**config.mk**
```make
export PLATFORM = sky130hd
export DESIGN_NAME = icmp_echo_reply_filter_core
export DESIGN_NICKNAME = d
export VERILOG_FILES = /design/src/rtl/core/iefr_pkg.sv /design/src/rtl/core/iefr_examine.sv /design/src/rtl/core/icmp_echo_reply_filter_core.sv
export SDC_FILE = /design/constraint.sdc
export NUM_CORES = 1
export LEC_CHECK = 0
export ABC_AREA = 0
export BUFFER_PORTS_ARGS = -buffer_cell sky130_fd_sc_hd__buf_2
export CAP_MARGIN = 0
export CORE_MARGIN = 5
export CORE_UTILIZATION = 55
export CTS_CLUSTER_SIZE = 8
export DETAILED_ROUTE_END_ITERATION = 8
export HOLD_SLACK_MARGIN = 0.03
export PLACE_DENSITY = 0.76
export SLEW_MARGIN = 20
export SYNTH_ARGS = -nofsm -noshare
export SYNTH_HDL_FRONTEND = slang
export SYNTH_SLANG_ARGS = --single-unit
```
**constraint.sdc**
```tcl
create_clock -name clock -period 3.8 [get_ports clock]
set_input_delay 0.57 -clock clock [delete_from_list [all_inputs] [get_ports clock]]
set_output_delay 0.57 -clock clock [all_outputs]
set_load 0.1 [all_outputs]
```
**src/rtl/core/iefr_pkg.sv**
```systemverilog
// ----------------------------------------------------------------------------
// iefr_pkg
// Shared types, constants and the verdict function of the echo reply filter.
// ----------------------------------------------------------------------------
package iefr_pkg;

   // frame length limit; the byte position saturates here
   localparam int MAX_FRAME_BYTES = 2047;
   localparam int POS_W           = $clog2(MAX_FRAME_BYTES + 1);

   localparam int ETH_HDR_LEN     = 14;
   localparam int IP_MIN_HDR_LEN  = 20;
   localparam int ICMP_HDR_LEN    = 8;
   localparam int MIN_IHL_WORDS   = 5;

   localparam logic [15:0] ETYPE_ARP            = 16'h0806;
   localparam logic [15:0] ETYPE_IPV4           = 16'h0800;
   localparam logic [7:0]  PROTO_ICMP           = 8'd1;
   localparam logic [7:0]  ICMP_TYPE_ECHO_REPLY = 8'd0;
   localparam logic [3:0]  IP_VERSION_4         = 4'd4;
   localparam logic [3:0]  IHL_MASK             = 4'h0F;

   // byte offsets within the frame
   localparam int POS_ETYPE_HI = 12;
   localparam int POS_ETYPE_LO = 13;
   localparam int POS_VER_IHL  = 14;
   localparam int POS_PROTO    = 23;
   localparam int POS_SRC_END  = 29;
   localparam int POS_DST_END  = 33;

   // offsets within the icmp header
   localparam int OFF_TYPE   = 0;
   localparam int OFF_CODE   = 1;
   localparam int OFF_ID_END = 5;
   localparam int OFF_SEQ_END = 7;

   localparam logic [15:0] ECHO_ID_RESET = 16'h4A50;

   typedef logic [POS_W-1:0] pos_type;

   typedef enum logic [1:0] {
      CSR_LOCAL_IP     = 2'd0,
      CSR_PEER_IP      = 2'd1,
      CSR_ECHO_ID      = 2'd2,
      CSR_EXPECTED_SEQ = 2'd3
   } csr_index_type;

   typedef enum logic [3:0] {
      VERDICT_MATCH   = 4'd0,
      VERDICT_ARP     = 4'd1,
      VERDICT_NOT_IP  = 4'd2,
      VERDICT_SHORT   = 4'd3,
      VERDICT_VERSION = 4'd4,
      VERDICT_PROTO   = 4'd5,
      VERDICT_SRC     = 4'd6,
      VERDICT_DST     = 4'd7,
      VERDICT_IHL     = 4'd8,
      VERDICT_TYPE    = 4'd9,
      VERDICT_CODE    = 4'd10,
      VERDICT_ID      = 4'd11,
      VERDICT_SEQ     = 4'd12
   } verdict_type;

   typedef struct packed {
      logic version;
      logic proto;
      logic src;
      logic dst;
      logic icmp_type;
      logic code;
      logic id;
      logic seq;
   } flags_type;

   typedef struct packed {
      pos_type     pos;
      logic [15:0] ether_type;
      logic [3:0]  header_words;
      flags_type   flags;
      logic [31:0] field_shift;
   } frame_state_type;

   typedef struct packed {
      logic [31:0] local_ip;
      logic [31:0] peer_ip;
      logic [15:0] echo_id;
      logic [15:0] expected_seq;
   } csr_type;

   function automatic verdict_type decide(input frame_state_type st);
      pos_type     icmp_end;
      verdict_type v;
      icmp_end = pos_type'(ETH_HDR_LEN + ICMP_HDR_LEN) + pos_type'({st.header_words, 2'b00});
      if (st.pos < pos_type'(ETH_HDR_LEN))                                   v = VERDICT_SHORT;
      else if (st.ether_type == ETYPE_ARP)                                   v = VERDICT_ARP;
      else if (st.ether_type != ETYPE_IPV4)                                  v = VERDICT_NOT_IP;
      else if (st.pos < pos_type'(ETH_HDR_LEN + IP_MIN_HDR_LEN + ICMP_HDR_LEN))
                                                                             v = VERDICT_SHORT;
      else if (st.flags.version)                                             v = VERDICT_VERSION;
      else if (st.flags.proto)                                               v = VERDICT_PROTO;
      else if (st.flags.src)                                                 v = VERDICT_SRC;
      else if (st.flags.dst)                                                 v = VERDICT_DST;
      else if (st.header_words < 4'(MIN_IHL_WORDS))                          v = VERDICT_IHL;
      else if (st.pos < icmp_end)                                            v = VERDICT_SHORT;
      else if (st.flags.icmp_type)                                           v = VERDICT_TYPE;
      else if (st.flags.code)                                                v = VERDICT_CODE;
      else if (st.flags.id)                                                  v = VERDICT_ID;
      else if (st.flags.seq)                                                 v = VERDICT_SEQ;
      else                                                                   v = VERDICT_MATCH;
      return v;
   endfunction

endpackage

```
**src/rtl/core/iefr_examine.sv**
```systemverilog
// ----------------------------------------------------------------------------
// iefr_examine
// Per-byte header parser: works out the frame state after one more byte.
// ----------------------------------------------------------------------------
module iefr_examine (
   input  iefr_pkg::frame_state_type cur,
   input  logic [7:0]                frame_byte,
   input  iefr_pkg::csr_type         csr,
   output iefr_pkg::frame_state_type nxt
);

   iefr_pkg::pos_type base;
   iefr_pkg::pos_type off;
   logic [31:0]       shift_in;

   assign shift_in = {cur.field_shift[23:0], frame_byte};
   assign base     = iefr_pkg::pos_type'(iefr_pkg::ETH_HDR_LEN)
                     + iefr_pkg::pos_type'({cur.header_words, 2'b00});
   assign off      = cur.pos - base;

   always_comb begin
      nxt = cur;
      // bytes past the length limit are not looked at
      if (cur.pos < iefr_pkg::pos_type'(iefr_pkg::MAX_FRAME_BYTES)) begin
         nxt.pos         = cur.pos + iefr_pkg::pos_type'(1);
         nxt.field_shift = shift_in;
         if (cur.pos == iefr_pkg::pos_type'(iefr_pkg::POS_ETYPE_HI) ||
             cur.pos == iefr_pkg::pos_type'(iefr_pkg::POS_ETYPE_LO)) begin
            nxt.ether_type = {cur.ether_type[7:0], frame_byte};
         end
         if (cur.pos == iefr_pkg::pos_type'(iefr_pkg::POS_VER_IHL)) begin
            nxt.header_words = frame_byte[3:0] & iefr_pkg::IHL_MASK;
            if (frame_byte[7:4] != iefr_pkg::IP_VERSION_4) nxt.flags.version = 1'b1;
         end
         if (cur.pos == iefr_pkg::pos_type'(iefr_pkg::POS_PROTO) &&
             frame_byte != iefr_pkg::PROTO_ICMP) begin
            nxt.flags.proto = 1'b1;
         end
         if (cur.pos == iefr_pkg::pos_type'(iefr_pkg::POS_SRC_END) &&
             shift_in != csr.peer_ip) begin
            nxt.flags.src = 1'b1;
         end
         if (cur.pos == iefr_pkg::pos_type'(iefr_pkg::POS_DST_END) &&
             shift_in != csr.local_ip) begin
            nxt.flags.dst = 1'b1;
         end
         // icmp header sits right after the ip header, wherever ihl puts it
         if (cur.pos > iefr_pkg::pos_type'(iefr_pkg::ETH_HDR_LEN) && cur.pos >= base) begin
            if (off == iefr_pkg::pos_type'(iefr_pkg::OFF_TYPE) &&
                frame_byte != iefr_pkg::ICMP_TYPE_ECHO_REPLY) begin
               nxt.flags.icmp_type = 1'b1;
            end
            if (off == iefr_pkg::pos_type'(iefr_pkg::OFF_CODE) && frame_byte != 8'd0) begin
               nxt.flags.code = 1'b1;
            end
            if (off == iefr_pkg::pos_type'(iefr_pkg::OFF_ID_END) &&
                shift_in[15:0] != csr.echo_id) begin
               nxt.flags.id = 1'b1;
            end
            if (off == iefr_pkg::pos_type'(iefr_pkg::OFF_SEQ_END) &&
                shift_in[15:0] != csr.expected_seq) begin
               nxt.flags.seq = 1'b1;
            end
         end
      end
   end

endmodule

```
**src/rtl/core/icmp_echo_reply_filter_core.sv**
```systemverilog
// ----------------------------------------------------------------------------
// icmp_echo_reply_filter_core
// Classifies a received frame as a matching ICMP echo reply or names the
// first check it fails.
// ----------------------------------------------------------------------------
// the verdict and rsp_valid are registered when the last byte is accepted
// throughput: one byte per cycle, set by the single-pass parser and result register
// a last byte is held off only while a previous verdict is still stalled
// reset: registers but the verdict return to reset values; frame state is cleared
// ----------------------------------------------------------------------------
module icmp_echo_reply_filter_core (
   input  logic        clock,
   input  logic        reset,
   input  logic        req_valid,
   output logic        req_stall,
   input  logic [7:0]  req_frame_byte,
   input  logic        req_last_byte,
   output logic        rsp_valid,
   input  logic        rsp_stall,
   output logic [3:0]  rsp_verdict,
   input  logic        csr_write_enable,
   input  logic [1:0]  csr_index,
   input  logic [31:0] csr_write_data
);

   iefr_pkg::csr_type         csr_ff;
   iefr_pkg::frame_state_type frame_ff;
   iefr_pkg::frame_state_type frame_in;
   logic                      rsp_valid_ff;
   logic                      rsp_valid_in;
   iefr_pkg::verdict_type     verdict_ff;
   logic                      req_accept;

   iefr_examine u_examine (
      .cur        (frame_ff),
      .frame_byte (req_frame_byte),
      .csr        (csr_ff),
      .nxt        (frame_in)
   );

   // a byte that ends a frame needs room in the result register
   assign req_stall    = req_last_byte & rsp_valid_ff & rsp_stall;
   assign req_accept   = req_valid & ~req_stall;
   assign rsp_valid_in = (rsp_valid_ff & rsp_stall) | (req_accept & req_last_byte);

   always_ff @(posedge clock) begin
      if (reset) begin
         csr_ff.local_ip     <= '0;
         csr_ff.peer_ip      <= '0;
         csr_ff.echo_id      <= iefr_pkg::ECHO_ID_RESET;
         csr_ff.expected_seq <= '0;
      end else if (csr_write_enable) begin
         case (iefr_pkg::csr_index_type'(csr_index))
            iefr_pkg::CSR_LOCAL_IP:     csr_ff.local_ip     <= csr_write_data;
            iefr_pkg::CSR_PEER_IP:      csr_ff.peer_ip      <= csr_write_data;
            iefr_pkg::CSR_ECHO_ID:      csr_ff.echo_id      <= csr_write_data[15:0];
            iefr_pkg::CSR_EXPECTED_SEQ: csr_ff.expected_seq <= csr_write_data[15:0];
            default: ;
         endcase
      end
   end

   always_ff @(posedge clock) begin
      if (reset) begin
         frame_ff     <= '0;
         rsp_valid_ff <= 1'b0;
      end else begin
         rsp_valid_ff <= rsp_valid_in;
         if (req_accept) begin
            if (req_last_byte) frame_ff <= '0;
            else               frame_ff <= frame_in;
         end
      end
   end

   always_ff @(posedge clock) begin
      if (req_accept && req_last_byte) begin
         verdict_ff <= iefr_pkg::decide(frame_in);
      end
   end

   assign rsp_valid   = rsp_valid_ff;
   assign rsp_verdict = verdict_ff;

endmodule
```
=== After elaboration in Yosys (flattened, before gate mapping) ===
Cells that the tools add are included.

* Bits in registers: 164
* Bits of input ports: 48
* Output and inout bits: 6
* Logic and storage cells: 107

* $add $sub $neg: 4
* $lt $le $gt $ge: 7
* Equal/unequal tests: 20
* Multiplexer cells: 26
* Bitwise logic cells: 7
* Reductions and logical operators: 22

{| class="wikitable"
|+ Operators by type and width
! operator !! number
|-
| 71-bit two-way mux || 2
|-
| 32-bit != test || 2
|-
| 11-bit by 4-bit == test with 1-bit output (second input constant) || 3
|-
| 16-bit != test || 2
|-
| 4-bit two-way mux || 7
|-
| 11-bit by 3-bit == test with 1-bit output (second input constant) || 2
|-
| 11-bit by 5-bit == test with 1-bit output (second input constant) || 2
|-
| 16-bit by 12-bit == test with 1-bit output (second input constant) || 1
|-
| 16-bit two-way mux || 1
|-
| 16-bit by 12-bit != test with 1-bit output (second input constant) || 1
|-
| 3-bit two-way mux || 4
|-
| 11-bit by 1-bit adder with 11-bit output (second input constant) || 1
|-
| 11-bit by 1-bit == test with 1-bit output (second input constant) || 1
|-
| 11-bit by 6-bit == test with 1-bit output (second input constant) || 1
|-
| 11-bit >= comparator || 1
|-
| 11-bit by 4-bit greater-than comparator with 1-bit output (second input constant) || 1
|-
| 11-bit logical NOT || 1
|-
| 11-bit less-than comparator (second input constant) || 1
|-
| 11-bit by 4-bit less-than comparator with 1-bit output (second input constant) || 1
|-
| 11-bit by 6-bit less-than comparator with 1-bit output (second input constant) || 1
|-
| 11-bit by 7-bit less-than comparator with 1-bit output || 1
|-
| 11-bit subtractor || 1
|-
| 2-bit AND reduction || 5
|-
| 1-bit logical AND || 9
|-
| 20 further kinds || 34
|}

=== Depth between registers and ports, before layout ===
* Depth in word-level cells: 20
* Depth in mapped cells: 19
* Gate-level depth less buffers: 19

=== Hierarchy ===
From an unflattened synthesis, not the netlist that was laid out.

* Cells, all modules: 1069
* Area, all modules: 8861.0 µm²

{| class="wikitable"
|+ Modules (own cells, without submodules)
! module !! times used !! cells each !! area an instance (µm²) !! sequential area each (µm²)
|-
| icmp_echo_reply_filter_core || 1 || 735 || 6217.2 || 3483.3
|-
| iefr_examine || 1 || 334 || 2643.8 || 0.0
|}

=== Worst setup path before layout ===
Ideal clock, no wire load.

* Path kind: reg2reg
* Start point: reg frame_ff[61] in the netlist's numbering
* End point: reg verdict_ff[3] (netlist: rsp_verdict[3]) (data pin)
* Setup time: 0.255 ns
* Data arrival time: 3.334 ns
* Data required time: 3.545 ns
* Path slack: 0.211 ns
* Stages on the path, launching flop included: 19
* Buffers on the path: 0
* Clock period less this slack: 3.589 ns
* Path through: dfxtp_1 > ha_1 > inv_1 > nor4_4 > nand2_1 > o21ai_0 > inv_1 > nor2_1 > nor2_1 > xnor2_1 > mux2i_1 > ha_1 > and3_1 > a221oi_1 > nand2_1 > a211o_1 > nor2_1 > nor3_1 > and3_1

* Word-level cells in the longest chain between the ends: 12
* Elaborated cells on any way between the ends: 49
* Classes of those cells: add/sub (3); order compare (7); eq/ne (11); mux (17); reduce/logical (11)

{| class="wikitable"
|+ RTL lines
! element !! RTL line !! RTL
|-
| start: declaration || icmp_echo_reply_filter_core.sv:27 || <nowiki>iefr_pkg::frame_state_type frame_ff;</nowiki>
|-
| start signal: assignment || icmp_echo_reply_filter_core.sv:71 || <nowiki>else frame_ff <= frame_in;</nowiki>
|-
| 11-bit subtractor || iefr_examine.sv:19 || <nowiki>assign off = cur.pos - base;</nowiki>
|-
| 11-bit by 3-bit == test with 1-bit output || iefr_examine.sv:60 || <nowiki>if (off == iefr_pkg::pos_type'(iefr_pkg::OFF_SEQ_END) &&</nowiki>
|-
| 1-bit logical AND || iefr_examine.sv:60 ||
|-
| 1-bit two-way mux || iefr_examine.sv:60 ||
|-
| 4-bit two-way mux || iefr_examine.sv:48 || <nowiki>if (cur.pos > iefr_pkg::pos_type'(iefr_pkg::ETH_HDR_LEN) && cur.pos >= base) begin</nowiki>
|-
| 71-bit two-way mux (*) || iefr_examine.sv:24 || <nowiki>if (cur.pos < iefr_pkg::pos_type'(iefr_pkg::MAX_FRAME_BYTES)) begin</nowiki>
|-
| branches (longest 6 deep; another with 11-bit by 7-bit less-than comparator with 1-bit output) || - ||
|-
| end signal: assignment || icmp_echo_reply_filter_core.sv:78 || <nowiki>verdict_ff <= iefr_pkg::decide(frame_in);</nowiki>
|-
| end: declaration || icmp_echo_reply_filter_core.sv:31 || <nowiki>iefr_pkg::verdict_type verdict_ff;</nowiki>
|}

Every way passes the cells marked *. The select of a mux whose other input is x is not followed.
A chain may end at the register's enable or synchronous reset.

=== Final worst setup path ===
* Start point: reg frame_ff[67] in the netlist's numbering
* End point: reg verdict_ff[3] (netlist: rsp_verdict[3]) (data pin)

Same word-level chain as after synthesis.

==> impl_results.md <==
- Max-cap violations: 0
- Register share of total power: a little under half
- Design area: ~9500 um^2
- Mapped Area: between 8000 and 9000 um^2
- HPWL Detailed: ~16,000 um
- Starting density of the core: a little under three fifths
- Latest clock arrival within the worst-skew pair: between 400 and 500 ps
- Internal: about 2.8 mW
- Min-delay src: csr_write_data[18]
- Vias in the first global route: ~7,000
- Synth warn: 0
- Final min period: between 3000 and 4000 ps
- Gp weighted congestion: 1.01
- Crit-path max cell delay: between 300 and 400 ps
- Sw Ratio: 26.5%
- Worst Setup SP: frame_ff[67]
- Slowest-stage cell, CP: dfxtp_2
- DIE AREA: about 18,000 um^2
- Final nets: roughly 1,200
- # hold bufs at CTS: 0
- NetSw: approximately 1.0 mW
- Largest net degree at the start of global routing: 85
- Netlist cell types: 66
- Final worst-path cycle share: just under 100%
- CTS Root Cell: clkbuf_16
- Largest area contributor in the netlist: dfxtp_1
- TritonRoute pass-1 iters: 8
- Cell count after synthesis: about 1,100
- Synth top area share: about two fifths
- Num CTS Buffers: 17
- Worst slew margin: around a third
- Total grt overflow: 0
- Sequential area share after synthesis: approximately two fifths
- Worst slew pin tran: a little under 1000 ps
- Leak: ~3.4 nW
- Initial DRC count: around 1,100
- Fin Setup TNS: 0 ps
- Port bufs: 53
- Routed WL: about 24,000 um
- Core area: 15,100 um^2
- Type of the worst min-delay path: in2reg
- Clock-pin transition on the worst setup and hold timing paths: approximately 70 ps
- Max IR drop VDD: ~330 uV
- Via Count: about 8,000
- Clock Skew: roughly 7.6 ps
- Critical Path Source Type: register
- Top cells by count, synth: 215 x nand2_1, 160 x dfxtp_1, 113 x a21oi_1
- EDFF count, synth: 4
- Critical path, cell by cell: nor4_4 -> nand2_2 -> nor4_4 -> buf_4 -> nand2_1 -> o21ai_2 -> inv_2 -> nor2_2 -> nor2_1 -> xnor2_1 -> mux2i_1 -> ha_1 -> and3_1 -> a221oi_2 -> nand2_1 -> a211o_1 -> nor2_1 -> nor3_1 -> and3_1
- Area after DPL: between 8000 and 9000 um^2
- First-pass GRT wire length: 38,500 um
- Final Hold Viols: 0
- Most frequent cell after synthesis: nand2_1
- Crit end category: register
- Synthesized area per cell: roughly 7.9 um^2
- Hold_ws: 389 ps
- Status: completed
- Initial antenna violation count: 0
- Syn Nets: roughly 1,100
- WP data required: slightly below 4000 ps
- GR Util All Layers: 26.9%
- Synthesis-stage register bit count: 164
- Clk pwr share: around 44%
- Async SR Flop Fraction: 0%
- Clock Tree Buf Depth: 2
- Reg2reg setup slack: between 80 and 90 ps
- Critical Path Fanout Max: 5
- Combinational Power Share: 9.1%
- Layout cell share with drive strength beyond 1: ~14%
- Class of the most critical setup path: reg2reg
- Vias per cell: between 6 and 7
- # IOs: 54
- Largest cells by area after synthesis: dfxtp_1 38%, xnor2_1 11%, nand2_1 9.6%, a21oi_1 6.7%, nor2_1 4.3%
- Setup Viol. Count Final: 0
- Die width: 134 um
- CTS tree: done
- Drt wl/cell: between 15 and 20 um
- Die span in y: 134 um
- Reg-to-Reg Start: frame_ff[67]
- Antenna-violating nets left: 0
- Drt drc: 0
- Slew Viols, Final: 0
- Post-synth top flop: dfxtp_1
- Highest Clock Rate: 269 MHz
- Final Util: approximately 63%
- CTS Sinks: ~160
- Row count: 45
- Htree depth: 4
- Pwr dens: 401 nW/um^2
- Layout area overhead: 13.5%
- Arrival @ worst endpoint: around 4000 ps
- Final Total Pwr: between 3 and 4 mW
-- routing by layer --
layer	track usage [%]	part of all wire (%)	wire length, um
met3	5.51	8.8	2150
met1	38.6	43	10500
met4	7.66	2.5	604
met2	41.3	46	11100
met5	0	0	0
-- layout make-up --
cell class / instances / area [um^2]
Tap cell: 188 / 235
Fill cell: 1343 / 5550
Antenna cell: 1 / 2.50
Inverter: 17 / 63.8
Clock buffer: 18 / 429
Timing Repair Buffer: 93 / 581
Sequential cell: 164 / 3320
Multi-Input combinational cell: 806 / 4760
Clock inverter: 14 / 148
-- layout by cell type, fill, tap and decap left out, drive strengths merged, types with 3 or more instances in the layout --
| master | count |
|---|---|
| nand4 | 31 |
| or2 | 4 |
| nor3 | 17 |
| xnor2 | 101 |
| nand3 | 12 |
| nor4 | 12 |
| clkinv | 5 |
| nand3b | 8 |
| and3 | 8 |
| dfxtp | 160 |
| a31oi | 9 |
| mux2i | 6 |
| a22oi | 47 |
| buf | 93 |
| and2 | 7 |
| clkbuf | 18 |
| edfxtp | 4 |
| o21ai | 23 |
| xor2 | 4 |
| nor2 | 97 |
| nand2b | 3 |
| ha | 18 |
| o211ai | 3 |
| inv | 23 |
| a211o | 4 |
| o22ai | 4 |
| a21oi | 113 |
| nor4b | 3 |
| a211oi | 6 |
| a41oi | 6 |
| or4 | 4 |
| a21o | 6 |
| nor3b | 4 |
| nand2 | 216 |
-- worst paths after layout --
kind,end,depth (start not counted)
hold / removal,csr_ff[82],3
hold reg to reg,csr_ff[83],2
setup reg to reg,rsp_verdict[3],19
setup / recovery,rsp_verdict[3],19
-- worst max-delay path: cells and delay by family (launching register included) --
kind | cells | cell delay [ps]
buf+inv | 2 | 260
compound gates | 3 | 620
fa+ha+maj | 1 | 270
simple gates | 11 | 1640
xor+xnor | 1 | 140
flops | 1 | 340
mux | 1 | 190
-- power groups by stage --
stage | combinational [mW] | sequential, mW | clock, mW
final | 0.350 | 1.80 | 1.68
after global routing | 0.378 | 1.80 | 1.79
after CTS | 0.343 | 1.80 | 1.69
after detailed placement | 0.341 | 1.84 | 0
after global placement | 0.338 | 1.84 | 0
after floorplan | 0.214 | 1.84 | 0
-- cells by family after synthesis --
family / share of synthesized area [%]
compound gates: 17.8
xor+xnor: 10.9
fa+ha+maj: 2.92
buf+inv: 4.39
flops: 39.5
mux: 0.714
simple gates: 23.7
-- what timing repair did --
action                                  in CTS  in global routing
gates resized for setup                      0                 10
setup buffers                                0                  6
endpoints found under the setup margin       0                  4
-- registers in the layout, indices dropped and copies added (netlist names) --
register     flops
csr_ff          96
frame_ff        63
rsp_verdict      4
rsp_valid        1
-- per-stage QoR --
step	setup slack [ps]	instances
after floorplan	211	1066
after global placement	297	1262
after detailed placement	205	1262
after CTS	79.0	1294
after global routing	-127	1300
final	85.2	1301
No activity file was read; power rests on OpenSTA's default activity.
